$ cat src/design/jms_pkg.sv
// shared types, class codes and the marker classifier for the jpeg marker segmenter
package jms_pkg;

  localparam int QDEPTH = 4;
  localparam int QPTR_W = $clog2(QDEPTH);
  localparam int QCNT_W = $clog2(QDEPTH + 1);

  localparam logic [4:0] CL_SOI     = 5'd0;
  localparam logic [4:0] CL_EOI     = 5'd1;
  localparam logic [4:0] CL_RST     = 5'd2;
  localparam logic [4:0] CL_DHT     = 5'd3;
  localparam logic [4:0] CL_SPECIAL = 5'd4;
  localparam logic [4:0] CL_SOF     = 5'd5;
  localparam logic [4:0] CL_SOS     = 5'd6;
  localparam logic [4:0] CL_DQT     = 5'd7;
  localparam logic [4:0] CL_DNL     = 5'd8;
  localparam logic [4:0] CL_DRI     = 5'd9;
  localparam logic [4:0] CL_APP0    = 5'd10;
  localparam logic [4:0] CL_APP1    = 5'd11;
  localparam logic [4:0] CL_APP2    = 5'd12;
  localparam logic [4:0] CL_APPN    = 5'd13;
  localparam logic [4:0] CL_COM     = 5'd14;
  localparam logic [4:0] CL_RES     = 5'd15;
  localparam logic [4:0] CL_UNKNOWN = 5'd16;
  localparam logic [4:0] CL_DATA    = 5'd17;
  localparam logic [4:0] CL_NONE    = 5'd18;

  typedef struct packed {
    logic [7:0] data;
    logic       stream_end;
    logic [4:0] code_class;
    logic       is_ff;
    logic       is_zero;
  } item_t;

  typedef struct packed {
    logic [7:0]  byte_echo;
    logic [4:0]  seg_class;
    logic        first_of_segment;
    logic        last_of_segment;
    logic        image_data_end;
    logic        stuffed_zero;
    logic [16:0] seg_total_length;
    logic [2:0]  status;
  } result_t;

  function automatic logic [4:0] classify(input logic [7:0] c);
    logic [4:0] r;
    priority if (c == 8'hd8) r = CL_SOI;
    else if (c == 8'hd9) r = CL_EOI;
    else if (c >= 8'hd0 && c <= 8'hd7) r = CL_RST;
    else if (c == 8'hc4) r = CL_DHT;
    else if (c == 8'hcc) r = CL_SPECIAL;
    else if (c >= 8'hc0 && c <= 8'hcf) r = CL_SOF;
    else if (c == 8'hda) r = CL_SOS;
    else if (c == 8'hdb) r = CL_DQT;
    else if (c == 8'hdc) r = CL_DNL;
    else if (c == 8'hdd) r = CL_DRI;
    else if (c == 8'hde || c == 8'hdf) r = CL_SPECIAL;
    else if (c == 8'he0) r = CL_APP0;
    else if (c == 8'he1) r = CL_APP1;
    else if (c == 8'he2) r = CL_APP2;
    else if (c >= 8'he3 && c <= 8'hef) r = CL_APPN;
    else if (c == 8'hfe) r = CL_COM;
    else if (c == 8'h01) r = CL_SPECIAL;
    else if ((c >= 8'h03 && c <= 8'hbf) || (c >= 8'hf0 && c <= 8'hfd)) r = CL_RES;
    else r = CL_UNKNOWN;
    return r;
  endfunction

endpackage

$ cat src/design/jpeg_marker_segmenter.sv
// jpeg marker segmenter top level: classifier, queue and segment parser
// a byte is written into a queue slot and then into the registered result before it leaves
// throughput: one byte per cycle while the output is not stalled by m_axis_tready
// the four-entry queue takes bytes while the output register is stalled
// synchronous active-high reset returns the parser to expecting the opening ff d8
// and empties the queue and output register
module jpeg_marker_segmenter import jms_pkg::*; (
  input  logic        clk,
  input  logic        rst,
  input  logic        s_axis_tvalid,
  output logic        s_axis_tready,
  input  logic [7:0]  s_axis_tdata,   // byte_value
  input  logic        s_axis_tlast,
  output logic        m_axis_tvalid,
  input  logic        m_axis_tready,
  output logic [31:0] m_axis_tdata,   // byte_echo, first_of_segment, image_data_end,
                                      // seg_total_length, status, zero fill
  output logic [5:0]  m_axis_tuser,   // seg_class, stuffed_zero
  output logic        m_axis_tlast
);

  item_t   front_item;
  item_t   q_item;
  logic    q_full;
  logic    q_valid;
  logic    q_pop;
  result_t res;

  assign s_axis_tready = !q_full;

  jms_front u_front (
    .data       (s_axis_tdata),
    .stream_end (s_axis_tlast),
    .item       (front_item)
  );

  jms_queue u_queue (
    .clk      (clk),
    .rst      (rst),
    .wr_en    (s_axis_tvalid && !q_full),
    .wr_item  (front_item),
    .full     (q_full),
    .rd_en    (q_pop),
    .rd_valid (q_valid),
    .rd_item  (q_item)
  );

  jms_back u_back (
    .clk       (clk),
    .rst       (rst),
    .q_valid   (q_valid),
    .q_item    (q_item),
    .q_pop     (q_pop),
    .res_valid (m_axis_tvalid),
    .res_ready (m_axis_tready),
    .res       (res)
  );

  assign m_axis_tdata = {2'b00, res.status, res.seg_total_length, res.image_data_end,
                         res.first_of_segment, res.byte_echo};
  assign m_axis_tuser = {res.stuffed_zero, res.seg_class};
  assign m_axis_tlast = res.last_of_segment;

endmodule

$ cat src/design/jms_front.sv
// front end: classifies each incoming byte before it enters the queue
module jms_front import jms_pkg::*; (
  input  logic [7:0] data,
  input  logic       stream_end,
  output item_t      item
);

  always_comb begin
    item.data       = data;
    item.stream_end = stream_end;
    item.code_class = classify(data);
    item.is_ff      = (data == 8'hff);
    item.is_zero    = (data == 8'h00);
  end

endmodule

$ cat src/design/jms_queue.sv
// short queue of classified bytes between front and back
module jms_queue import jms_pkg::*; (
  input  logic  clk,
  input  logic  rst,
  input  logic  wr_en,
  input  item_t wr_item,
  output logic  full,
  input  logic  rd_en,
  output logic  rd_valid,
  output item_t rd_item
);

  item_t              slots [QDEPTH];
  logic [QPTR_W-1:0]  wr_ptr;
  logic [QPTR_W-1:0]  rd_ptr;
  logic [QCNT_W-1:0]  count;

  assign full     = (count == QCNT_W'(QDEPTH));
  assign rd_valid = (count != '0);
  assign rd_item  = slots[rd_ptr];

  always_ff @(posedge clk) begin
    if (wr_en) begin
      slots[wr_ptr] <= wr_item;
    end
  end

  always_ff @(posedge clk) begin
    if (rst) begin
      wr_ptr <= '0;
      rd_ptr <= '0;
      count  <= '0;
    end else begin
      if (wr_en) begin
        wr_ptr <= wr_ptr + 1'b1;
      end
      if (rd_en) begin
        rd_ptr <= rd_ptr + 1'b1;
      end
      if (wr_en && !rd_en) begin
        count <= count + 1'b1;
      end else if (rd_en && !wr_en) begin
        count <= count - 1'b1;
      end
    end
  end

  a_count_bound: assert property (@(posedge clk) disable iff (rst)
    count <= QCNT_W'(QDEPTH))
    else $error("queue count above depth");

  a_no_underflow: assert property (@(posedge clk) disable iff (rst)
    rd_en |-> count != '0)
    else $error("pop from empty queue");

endmodule

$ cat src/design/jms_back.sv
// back end: marker segment parser with registered result
module jms_back import jms_pkg::*; (
  input  logic    clk,
  input  logic    rst,
  input  logic    q_valid,
  input  item_t   q_item,
  output logic    q_pop,
  output logic    res_valid,
  input  logic    res_ready,
  output result_t res
);

  localparam logic [3:0] PH_SOI_FF    = 4'd0;
  localparam logic [3:0] PH_SOI_D8    = 4'd1;
  localparam logic [3:0] PH_MARK_FF   = 4'd2;
  localparam logic [3:0] PH_MARK_CODE = 4'd3;
  localparam logic [3:0] PH_LEN_HI    = 4'd4;
  localparam logic [3:0] PH_LEN_LO    = 4'd5;
  localparam logic [3:0] PH_PAYLOAD   = 4'd6;
  localparam logic [3:0] PH_SCAN_1ST  = 4'd7;
  localparam logic [3:0] PH_SCAN      = 4'd8;
  localparam logic [3:0] PH_DONE      = 4'd9;

  localparam logic [2:0] ST_OK        = 3'd0;
  localparam logic [2:0] ST_IGNORED   = 3'd1;
  localparam logic [2:0] ST_NO_SOI    = 3'd2;
  localparam logic [2:0] ST_NO_MARKER = 3'd3;
  localparam logic [2:0] ST_BAD_LEN   = 3'd4;
  localparam logic [2:0] ST_TRUNC     = 3'd5;
  localparam logic [2:0] ST_STRAY     = 3'd6;

  logic [3:0]  phase, phase_next;
  logic [4:0]  current_class, current_class_next;
  logic [15:0] remaining_bytes, remaining_bytes_next;
  logic [7:0]  length_high, length_high_next;
  logic        scan_follows, scan_follows_next;
  logic        scan_saw_ff, scan_saw_ff_next;
  logic [16:0] seg_total, seg_total_next;

  logic [15:0] len_word;
  logic [16:0] len_total;
  logic [15:0] rem_dec;
  result_t     r;

  assign q_pop     = q_valid && (!res_valid || res_ready);
  assign len_word  = {length_high, q_item.data};
  assign len_total = {1'b0, len_word} + 17'd2;
  assign rem_dec   = remaining_bytes - 16'd1;

  always_comb begin
    r.byte_echo        = q_item.data;
    r.seg_class        = CL_NONE;
    r.first_of_segment = 1'b0;
    r.last_of_segment  = 1'b0;
    r.image_data_end   = 1'b0;
    r.stuffed_zero     = 1'b0;
    r.seg_total_length = '0;
    r.status           = ST_OK;
    phase_next           = phase;
    current_class_next   = current_class;
    remaining_bytes_next = remaining_bytes;
    length_high_next     = length_high;
    scan_follows_next    = scan_follows;
    scan_saw_ff_next     = scan_saw_ff;
    seg_total_next       = seg_total;
    unique case (phase)
      PH_SOI_FF: begin
        if (q_item.is_ff) begin
          r.seg_class        = CL_SOI;
          r.first_of_segment = 1'b1;
          phase_next         = PH_SOI_D8;
        end else begin
          r.status   = ST_NO_SOI;
          phase_next = PH_DONE;
        end
      end
      PH_SOI_D8: begin
        if (q_item.code_class == CL_SOI) begin
          r.seg_class        = CL_SOI;
          r.last_of_segment  = 1'b1;
          r.seg_total_length = 17'd2;
          phase_next         = PH_MARK_FF;
        end else begin
          r.status   = ST_NO_SOI;
          phase_next = PH_DONE;
        end
      end
      PH_MARK_FF: begin
        seg_total_next     = '0;
        current_class_next = CL_NONE;
        if (q_item.is_ff) begin
          r.first_of_segment = 1'b1;
          phase_next         = PH_MARK_CODE;
        end else begin
          r.status   = ST_NO_MARKER;
          phase_next = PH_DONE;
        end
      end
      PH_MARK_CODE: begin
        r.seg_class        = q_item.code_class;
        current_class_next = q_item.code_class;
        if (q_item.code_class <= CL_RST) begin
          r.last_of_segment  = 1'b1;
          r.seg_total_length = 17'd2;
          phase_next = (q_item.code_class == CL_EOI) ? PH_DONE : PH_MARK_FF;
        end else begin
          scan_follows_next = (q_item.code_class == CL_SOS);
          phase_next        = PH_LEN_HI;
        end
      end
      PH_LEN_HI: begin
        r.seg_class      = current_class;
        length_high_next = q_item.data;
        phase_next       = PH_LEN_LO;
      end
      PH_LEN_LO: begin
        r.seg_class        = current_class;
        r.seg_total_length = len_total;
        seg_total_next     = len_total;
        if (len_word < 16'd2) begin
          r.status          = ST_BAD_LEN;
          r.last_of_segment = 1'b1;
          scan_follows_next = 1'b0;
          phase_next        = PH_DONE;
        end else if (len_word == 16'd2) begin
          r.last_of_segment = 1'b1;
          scan_follows_next = 1'b0;
          phase_next        = scan_follows ? PH_SCAN_1ST : PH_MARK_FF;
        end else begin
          remaining_bytes_next = len_word - 16'd2;
          phase_next           = PH_PAYLOAD;
        end
      end
      PH_PAYLOAD: begin
        r.seg_class          = current_class;
        r.seg_total_length   = seg_total;
        remaining_bytes_next = rem_dec;
        if (rem_dec == '0) begin
          r.last_of_segment = 1'b1;
          scan_follows_next = 1'b0;
          phase_next        = scan_follows ? PH_SCAN_1ST : PH_MARK_FF;
        end
      end
      PH_SCAN_1ST, PH_SCAN: begin
        if (phase == PH_SCAN_1ST) begin
          r.first_of_segment = 1'b1;
          seg_total_next     = '0;
        end
        current_class_next = CL_DATA;
        r.seg_class        = CL_DATA;
        phase_next         = PH_SCAN;
        if (!scan_saw_ff) begin
          if (q_item.is_ff) begin
            scan_saw_ff_next = 1'b1;
          end
        end else begin
          scan_saw_ff_next = 1'b0;
          priority if (q_item.is_zero) begin
            r.stuffed_zero = 1'b1;
          end else if (q_item.code_class == CL_EOI) begin
            r.seg_class        = CL_EOI;
            r.first_of_segment = 1'b0;
            r.last_of_segment  = 1'b1;
            r.image_data_end   = 1'b1;
            r.seg_total_length = 17'd2;
            current_class_next = CL_EOI;
            phase_next         = PH_DONE;
          end else if (q_item.code_class == CL_RST) begin
            r.status = ST_OK;
          end else begin
            r.status = ST_STRAY;
          end
        end
      end
      default: begin
        r.status   = ST_IGNORED;
        phase_next = PH_DONE;
      end
    endcase
    if (q_item.stream_end && phase_next != PH_DONE) begin
      r.status   = ST_TRUNC;
      phase_next = PH_DONE;
    end
  end

  always_ff @(posedge clk) begin
    if (rst) begin
      phase           <= PH_SOI_FF;
      current_class   <= CL_NONE;
      remaining_bytes <= '0;
      length_high     <= '0;
      scan_follows    <= 1'b0;
      scan_saw_ff     <= 1'b0;
      seg_total       <= '0;
      res_valid       <= 1'b0;
    end else begin
      if (q_pop) begin
        phase           <= phase_next;
        current_class   <= current_class_next;
        remaining_bytes <= remaining_bytes_next;
        length_high     <= length_high_next;
        scan_follows    <= scan_follows_next;
        scan_saw_ff     <= scan_saw_ff_next;
        seg_total       <= seg_total_next;
        res_valid       <= 1'b1;
      end else if (res_ready) begin
        res_valid <= 1'b0;
      end
    end
  end

  always_ff @(posedge clk) begin
    if (q_pop) begin
      res <= r;
    end
  end

  a_done_sticks: assert property (@(posedge clk) disable iff (rst)
    (q_pop && phase == PH_DONE) |=> phase == PH_DONE)
    else $error("parser left done phase");

  a_data_end_is_eoi: assert property (@(posedge clk) disable iff (rst)
    (res_valid && res.image_data_end) |->
      (res.seg_class == CL_EOI && res.last_of_segment))
    else $error("image data end without eoi tag");

endmodule
$ cat config.mk
export PLATFORM = sky130hd
export DESIGN_NAME = jpeg_marker_segmenter
export DESIGN_NICKNAME = d
export VERILOG_FILES = /design/src/design/jms_pkg.sv /design/src/design/jpeg_marker_segmenter.sv /design/src/design/jms_front.sv /design/src/design/jms_queue.sv /design/src/design/jms_back.sv
export SDC_FILE = /design/constraint.sdc
export NUM_CORES = 1
export LEC_CHECK = 0
export ABC_AREA = 1
export BUFFER_PORTS_ARGS = -buffer_cell sky130_fd_sc_hd__buf_2
export CAP_MARGIN = 15
export CORE_ASPECT_RATIO = 2
export CORE_MARGIN = 4
export CORE_UTILIZATION = 50
export CTS_BUF_LIST = sky130_fd_sc_hd__clkbuf_16
export DETAILED_ROUTE_END_ITERATION = 6
export PLACE_DENSITY = 0.7
export SLEW_MARGIN = 15
export SYNTH_ARGS = -nofsm -noshare
export SYNTH_HDL_FRONTEND = slang
export SYNTH_HIERARCHICAL = 1
export SYNTH_SLANG_ARGS = --single-unit
export TNS_END_PERCENT = 20
$ cat constraint.sdc
create_clock -name clk -period 4.15 [get_ports clk]
set_input_delay 0.6225 -clock clk [delete_from_list [all_inputs] [get_ports clk]]
set_output_delay 0.6225 -clock clk [all_outputs]
set_load 0.01 [all_outputs]
Word level (Yosys, flattened, before mapping)
Memory sizes are Yosys's and may differ from the RTL's. A register that Yosys moved wholly into a read port is not among the register bits.
Index checks and enable logic that the tools add are counted.
- memories: 1
- memory bits (read-only): 0
- output and inout port bits: 41
- bits in registers: 97
- latch bits: 0
- word-level logic and storage cells: 199
- input port bits: 13
- memory bits (writable): 64
- div/mod/pow operators: 0
- magnitude comparators: 12
- bitwise gates (word level): 2
- $mul: 0
- reduce and logical (&&, ||, !) cells: 39
- add/sub/neg operators: 7
- muxes and demuxes: 83
- shift operators: 0
- equal/unequal tests: 36
- memories (name ; words ; bits a word ; read ports ; clocked after memory_dff ; write ports ; RTL line ; text):
    u_queue.slots ; 4 ; 16 ; 1 ; 1 ; 1 ; jms_queue.sv:13 ; item_t slots [QDEPTH];
- operators with widths (cell ; count):
    == test 8 bit, second input constant ; 15
    two-way mux 5 bit ; 22
    case mux 17 bit (5 select lines) ; 1
    case mux 17 bit (3 select lines) ; 1
    two-way mux 4 bit ; 11
    less-or-equal comparator 8 bit, second input constant ; 5
    >= comparator 8 bit, second input constant ; 4
    two-way mux 16 bit ; 2
    case mux 16 bit (2 select lines) ; 1
    case mux 4 bit (8 select lines) ; 1
    two-way mux 29 bit ; 1
    case mux 5 bit (5 select lines) ; 1
    two-way mux 20 bit ; 1
    two-way mux 1 bit ; 18
    two-way mux 3 bit ; 6
    case mux 3 bit (6 select lines) ; 1
    adder 16 x 2 -> 17 bit, second input constant ; 1
    two-way mux 17 bit ; 1
    == test 16 x 2 -> 1 bit, second input constant ; 1
    == test 4 x 3 -> 1 bit, second input constant ; 4
    zero test 16 bit ; 1
    less-than comparator 16 x 2 -> 1 bit, second input constant ; 1
    two-way mux 2 bit ; 8
    two-way mux 8 bit ; 2
    other kinds (38) ; 69

Longest topological paths before layout
- word-level depth: 21
- mapped depth: 18
- depth with buffers taken out: 18

Modules after synthesis
Netlist, hierarchy kept.
- modules (own cells, without submodules) (module ; area an instance (um2) ; cells each ; times used ; seq. area each (um2)):
    jms_back ; 5002.3 ; 650 ; 1 ; 2172.1
    jms_queue ; 2802.7 ; 213 ; 1 ; 2102.0
    jms_front ; 449.2 ; 89 ; 1 ; 0.0
    jpeg_marker_segmenter ; 32.5 ; 6 ; 1 ; 0.0

Worst setup path before layout
No wires, ideal clock.
- kind: input port to flip-flop
- start: in m_axis_tready
- end: reg u_queue.count[2]
- arrival: 2981 ps
- stages on the path: 14
- required time: 4040 ps
- setup slack: 1060 ps
- setup time: 110 ps
- buffers on the path: 0
- cells stage by stage: inv_1 > nand2_1 > nand2_1 > clkinv_1 > inv_1 > ha_1 > inv_1 > fa_1 > inv_1 > nand2_1 > nand3_1 > nand2_1 > inv_1 > nor2_1
- longest elaborated chain between the ends: 5
- elaborated cells between the ends (all ways): 7
- those cells by class: 1 x mux; 6 x reduce/logical
- ends and longest elaborated chain (element ; RTL line ; text):
    start, declared ; jpeg_marker_segmenter.sv:15 ; input logic m_axis_tready,
    logical OR 1 bit * ; jms_back.sv:45 ; assign q_pop = q_valid && (!res_valid || res_ready);
    logical AND 1 bit * ; jms_back.sv:45 ;
    via q_pop ; jpeg_marker_segmenter.sv:26 ; logic q_pop;
    zero test 1 bit ; jms_queue.sv:40 ; if (wr_en && !rd_en) begin
    logical AND 1 bit ; jms_queue.sv:40 ;
    two-way mux 3 bit / nonzero test 2 bit (equally long branches) ; -- ;
    end signal, assigned ; jms_queue.sv:41 ; count <= count + 1'b1;
    end signal, assigned ; jms_queue.sv:43 ; count <= count - 1'b1;
    end, declared ; jms_queue.sv:16 ; logic [QCNT_W-1:0] count;
Mark *: on every way through the listed nets, which the timed path passes. The rest lies on a longest branch.
A chain may end at the register's enable or synchronous reset.

==> summary.md <==
| Metric | Value |
|---|---|
| Largest net degree at the start of global routing | `35` |
| CP Data Required Time | `approximately 4.4 ns` |
| Tot Pwr | `5.84 mW` |
| Synth async-reset ratio | `0%` |
| Net count, final | `approximately 1000` |
| Syn Area/Cell | `just under 9 um^2` |
| Die width | `~99 um` |
| Worst hold-check path type | `in -> reg` |
| RSZ-0062 raised after global routing | `false` |
| Pint | `~3.6 mW` |
| Worst-Skew Late Latency | `between 0.4 and 0.5 ns` |
| Total core area | `about 0.016 mm^2` |
| Initial antenna violation count | `0` |
| Fmax | `~330 MHz` |
| Routed Antenna Nets | `0` |
| Final setup margin | `1.13 ns` |
| Core Util, Final | `57.1%` |
| LEAKAGE | `3.81 nW` |
| Crit path kind | `reg -> reg` |
| DR pass1 iterations | `5` |
| Fin crit period | `3.02 ns` |
| Reg power frac | `between 30 and 40%` |
| ANT cells | `0` |
| H-tree levels | `4` |
| VDD IR max | `~0.37 mV` |
| Status | `finished clean` |
| Post-synth EDFFs | `between 100 and 150` |
| Placed cells | `1188` |
| Pins Over Slew Limit | `0` |
| PD cells | `~630 mW/mm^2` |
| Post-layout instance area | `just over 0.009 mm^2` |
| DIE HEIGHT | `190 um` |
| Commonest non-fill, non-tap cell in the layout | `nand2_1` |
| Pre-CTS setup slack | `~1.1 ns` |
| Clock Power Share | `27.7%` |
| Tot GR Track Use | `between 20 and 25%` |
| Fin crit share | `roughly 73%` |
| DP Wirelength | `approximately 16 mm` |
| CTS tree | `yes` |
| Slew HR | `25.4%` |
| YS warnings | `6` |
| Vias/cell | `5.56` |
| Startpoint Class | `flip-flop` |
| Synthesized instance count | `958` |
| Fin Hold WS | `just over 0.4 ns` |
| Netlist Area Pre-Place | `around 0.0083 mm^2` |
| Worst path cell trace | `inv_2 > o21ai_1 > o22ai_1 > ha_1 > nand2_1 > nor2_1 > inv_1 > nor2_2 > inv_2 > nor2_4 > nand2_2 > nor2_4 > nand4_2 > nor3_2 > nand2_1 > nand3_2 > nand2_1` |
| Sw Share | `approximately 38%` |
| Most frequent CP cell | `nand2_1` |
| Slew @ Worst Pin | `1.12 ns` |
| Layout cell share with drive strength beyond 1 | `~18%` |
| Clock Skew | `approximately 0.0095 ns` |
| Avg WL per Cell | `between 15 and 20 um` |
| Number of global-route vias before repair | `~6700` |
| Seq cells post-synth | `roughly 160` |
| Grt ovf | `0` |
| Vias | `between 6000 and 7000` |
| Clk Tree Root Cell | `clkbuf_16` |
| Top-Level Pins | `54` |
| CP Max Fanout | `32` |
| Number of clock sinks | `163` |
| TritonCTS Buffers | `17` |
| Critical Path Slowest Stage Cell | `o22ai_1` |
| Die Area | `~0.019 mm^2` |
| Area of placed instances | `roughly 0.0087 mm^2` |
| Sw power | `roughly 2.2 mW` |
| Setup violators final | `0` |
| Final WL | `around 21 mm` |
| Fin cells | `~1200` |
| # rows | `between 60 and 70` |
| Most frequent cells in the layout | `169 x nand2_1, 129 x nor2_1, 101 x edfxtp_1` |
| Area delta synth->final | `12.1%` |
| Critical path's largest stage delay | `0.44 ns` |
| 1st-iter DRT viols | `roughly 380` |
| Unique masters post-synth | `51` |
| Clk slew on worst S/H paths | `~0.07 ns` |
| CP delay by family, top | `simple AND/OR/NAND/NOR gates` |
| PortBufs | `51` |
| Clock Tree Buf Depth | `2` |
| Post-CTS Setup Repair Bufs | `0` |
| Initial core utilization | `approximately 51%` |
| Critical Path AT | `3.22 ns` |
| Count of final hold-check violations | `0` |
| RePlAce Congestion | `~0.94` |
| First-pass GRT wire length | `between 30 and 40 mm` |
| Final setup TNS | `0 ns` |
| CP endpoint kind | `flip-flop` |
| CTS Hold Buffers Added | `0` |
| Cts repair resizes | `0` |
| Seq/Total Area, Yosys | `about half` |
| Main flop type after synthesis | `edfxtp_1` |
| Buf/Inv on CP | `3` |
| Fraction of power consumed by combinational cells | `33.3%` |
| Post-route DRC | `0` |
| Max Cap Violations | `0` |
| Fill count | `~1500` |
-- synth_stat cells (2+ instances only) --
library cell	instances	area share (%)
and2_1	2	0.15
inv_2	24	1.1
dfxtp_1	62	15
nor2_1	129	5.8
nor3_4	3	0.59
ha_1	9	1.4
nand3b_1	8	0.72
buf_4	16	1.4
a211oi_1	5	0.45
nand2_1	169	7.7
a211oi_2	2	0.30
nor3_2	3	0.36
a311oi_2	2	0.36
o21bai_1	2	0.18
nand3_2	6	0.72
buf_2	11	0.66
nor2_4	10	1.4
inv_1	79	3.6
nand4_1	6	0.45
clkbuf_1	10	0.45
o21ai_0	57	3.4
nor3_1	14	0.85
nor2_2	16	1.2
edfxtp_1	101	37
nand2_2	13	0.98
o21ai_1	38	2.3
o2111ai_1	2	0.21
o211ai_1	8	0.72
a21oi_1	51	3.1
o22ai_1	18	1.4
xor2_1	12	1.3
a31oi_1	6	0.45
o21ai_2	2	0.21
nand3_1	45	2.7
-- cell families (layout without fill, tap and decap cells) --
group | Yosys count | count (layout) | share of synthesized area, %
AO/OA/AOI/OAI | 199 | 199 | 13.7
XOR/XNOR | 13 | 13 | 1.37
adder cells (fa/ha/maj) | 10 | 10 | 1.60
buffers and inverters | 142 | 200 | 7.34
flip-flops | 163 | 163 | 51.6
other | 1 | 2 | 0.0453
AND/OR/NAND/NOR | 430 | 430 | 24.4
-- state kept, by name, summed over array words and instances, names as in the netlist, named ones only --
register	count
u_back/seg_total	17
u_queue/count	3
u_queue/wr_ptr	2
u_back/phase	4
u_back/current_class	5
u_back/scan_saw_ff	1
u_queue/rd_ptr	2
u_back/scan_follows	1
u_queue/slots	64
u_back/remaining_bytes	16
u_back/res	37
u_back/length_high	8
u_back/res_valid	1
-- path summary, 6_finish.rpt --
kind / cells after the start / start / endpoint / slack [ns]
max: 17 / flip-flop / u_back/res[18] / 1.13
max reg2reg: 17 / flip-flop / u_back/res[18] / 1.13
min: 1 / s_axis_tlast / u_queue/slots[0][7] / 0.41
min reg2reg: 2 / u_back/seg_total[0] / u_back/seg_total[0] / 0.46
-- layer usage --
metal	share of wire (%)	GRT usage [%]
met5	0	0
met4	6.9	17.5
met3	3.2	4.33
met2	57	43.6
met1	33	19.8
-- area by class of cell --
cell class,count,area (um^2),share of cell area [%]
multi-input combinational,654,3410,36.7
clock inverter,15,188,2.02
sequential,163,4270,46.0
tap,204,255,2.75
timing repair buffer,63,343,3.69
inverter,105,395,4.26
clock buffer,17,425,4.58
-- power by group through the flow --
stage	Combinational, mW	Clock, mW	Sequential (mW)
final	1.94	1.62	2.27
after global routing	2.13	1.71	2.31
after CTS	1.95	1.64	2.28
after detailed placement	1.94	0	2.31
after global placement	1.90	0	2.30
after floorplan	1.17	0	2.40
No activity file was read; power rests on OpenSTA's default activity.
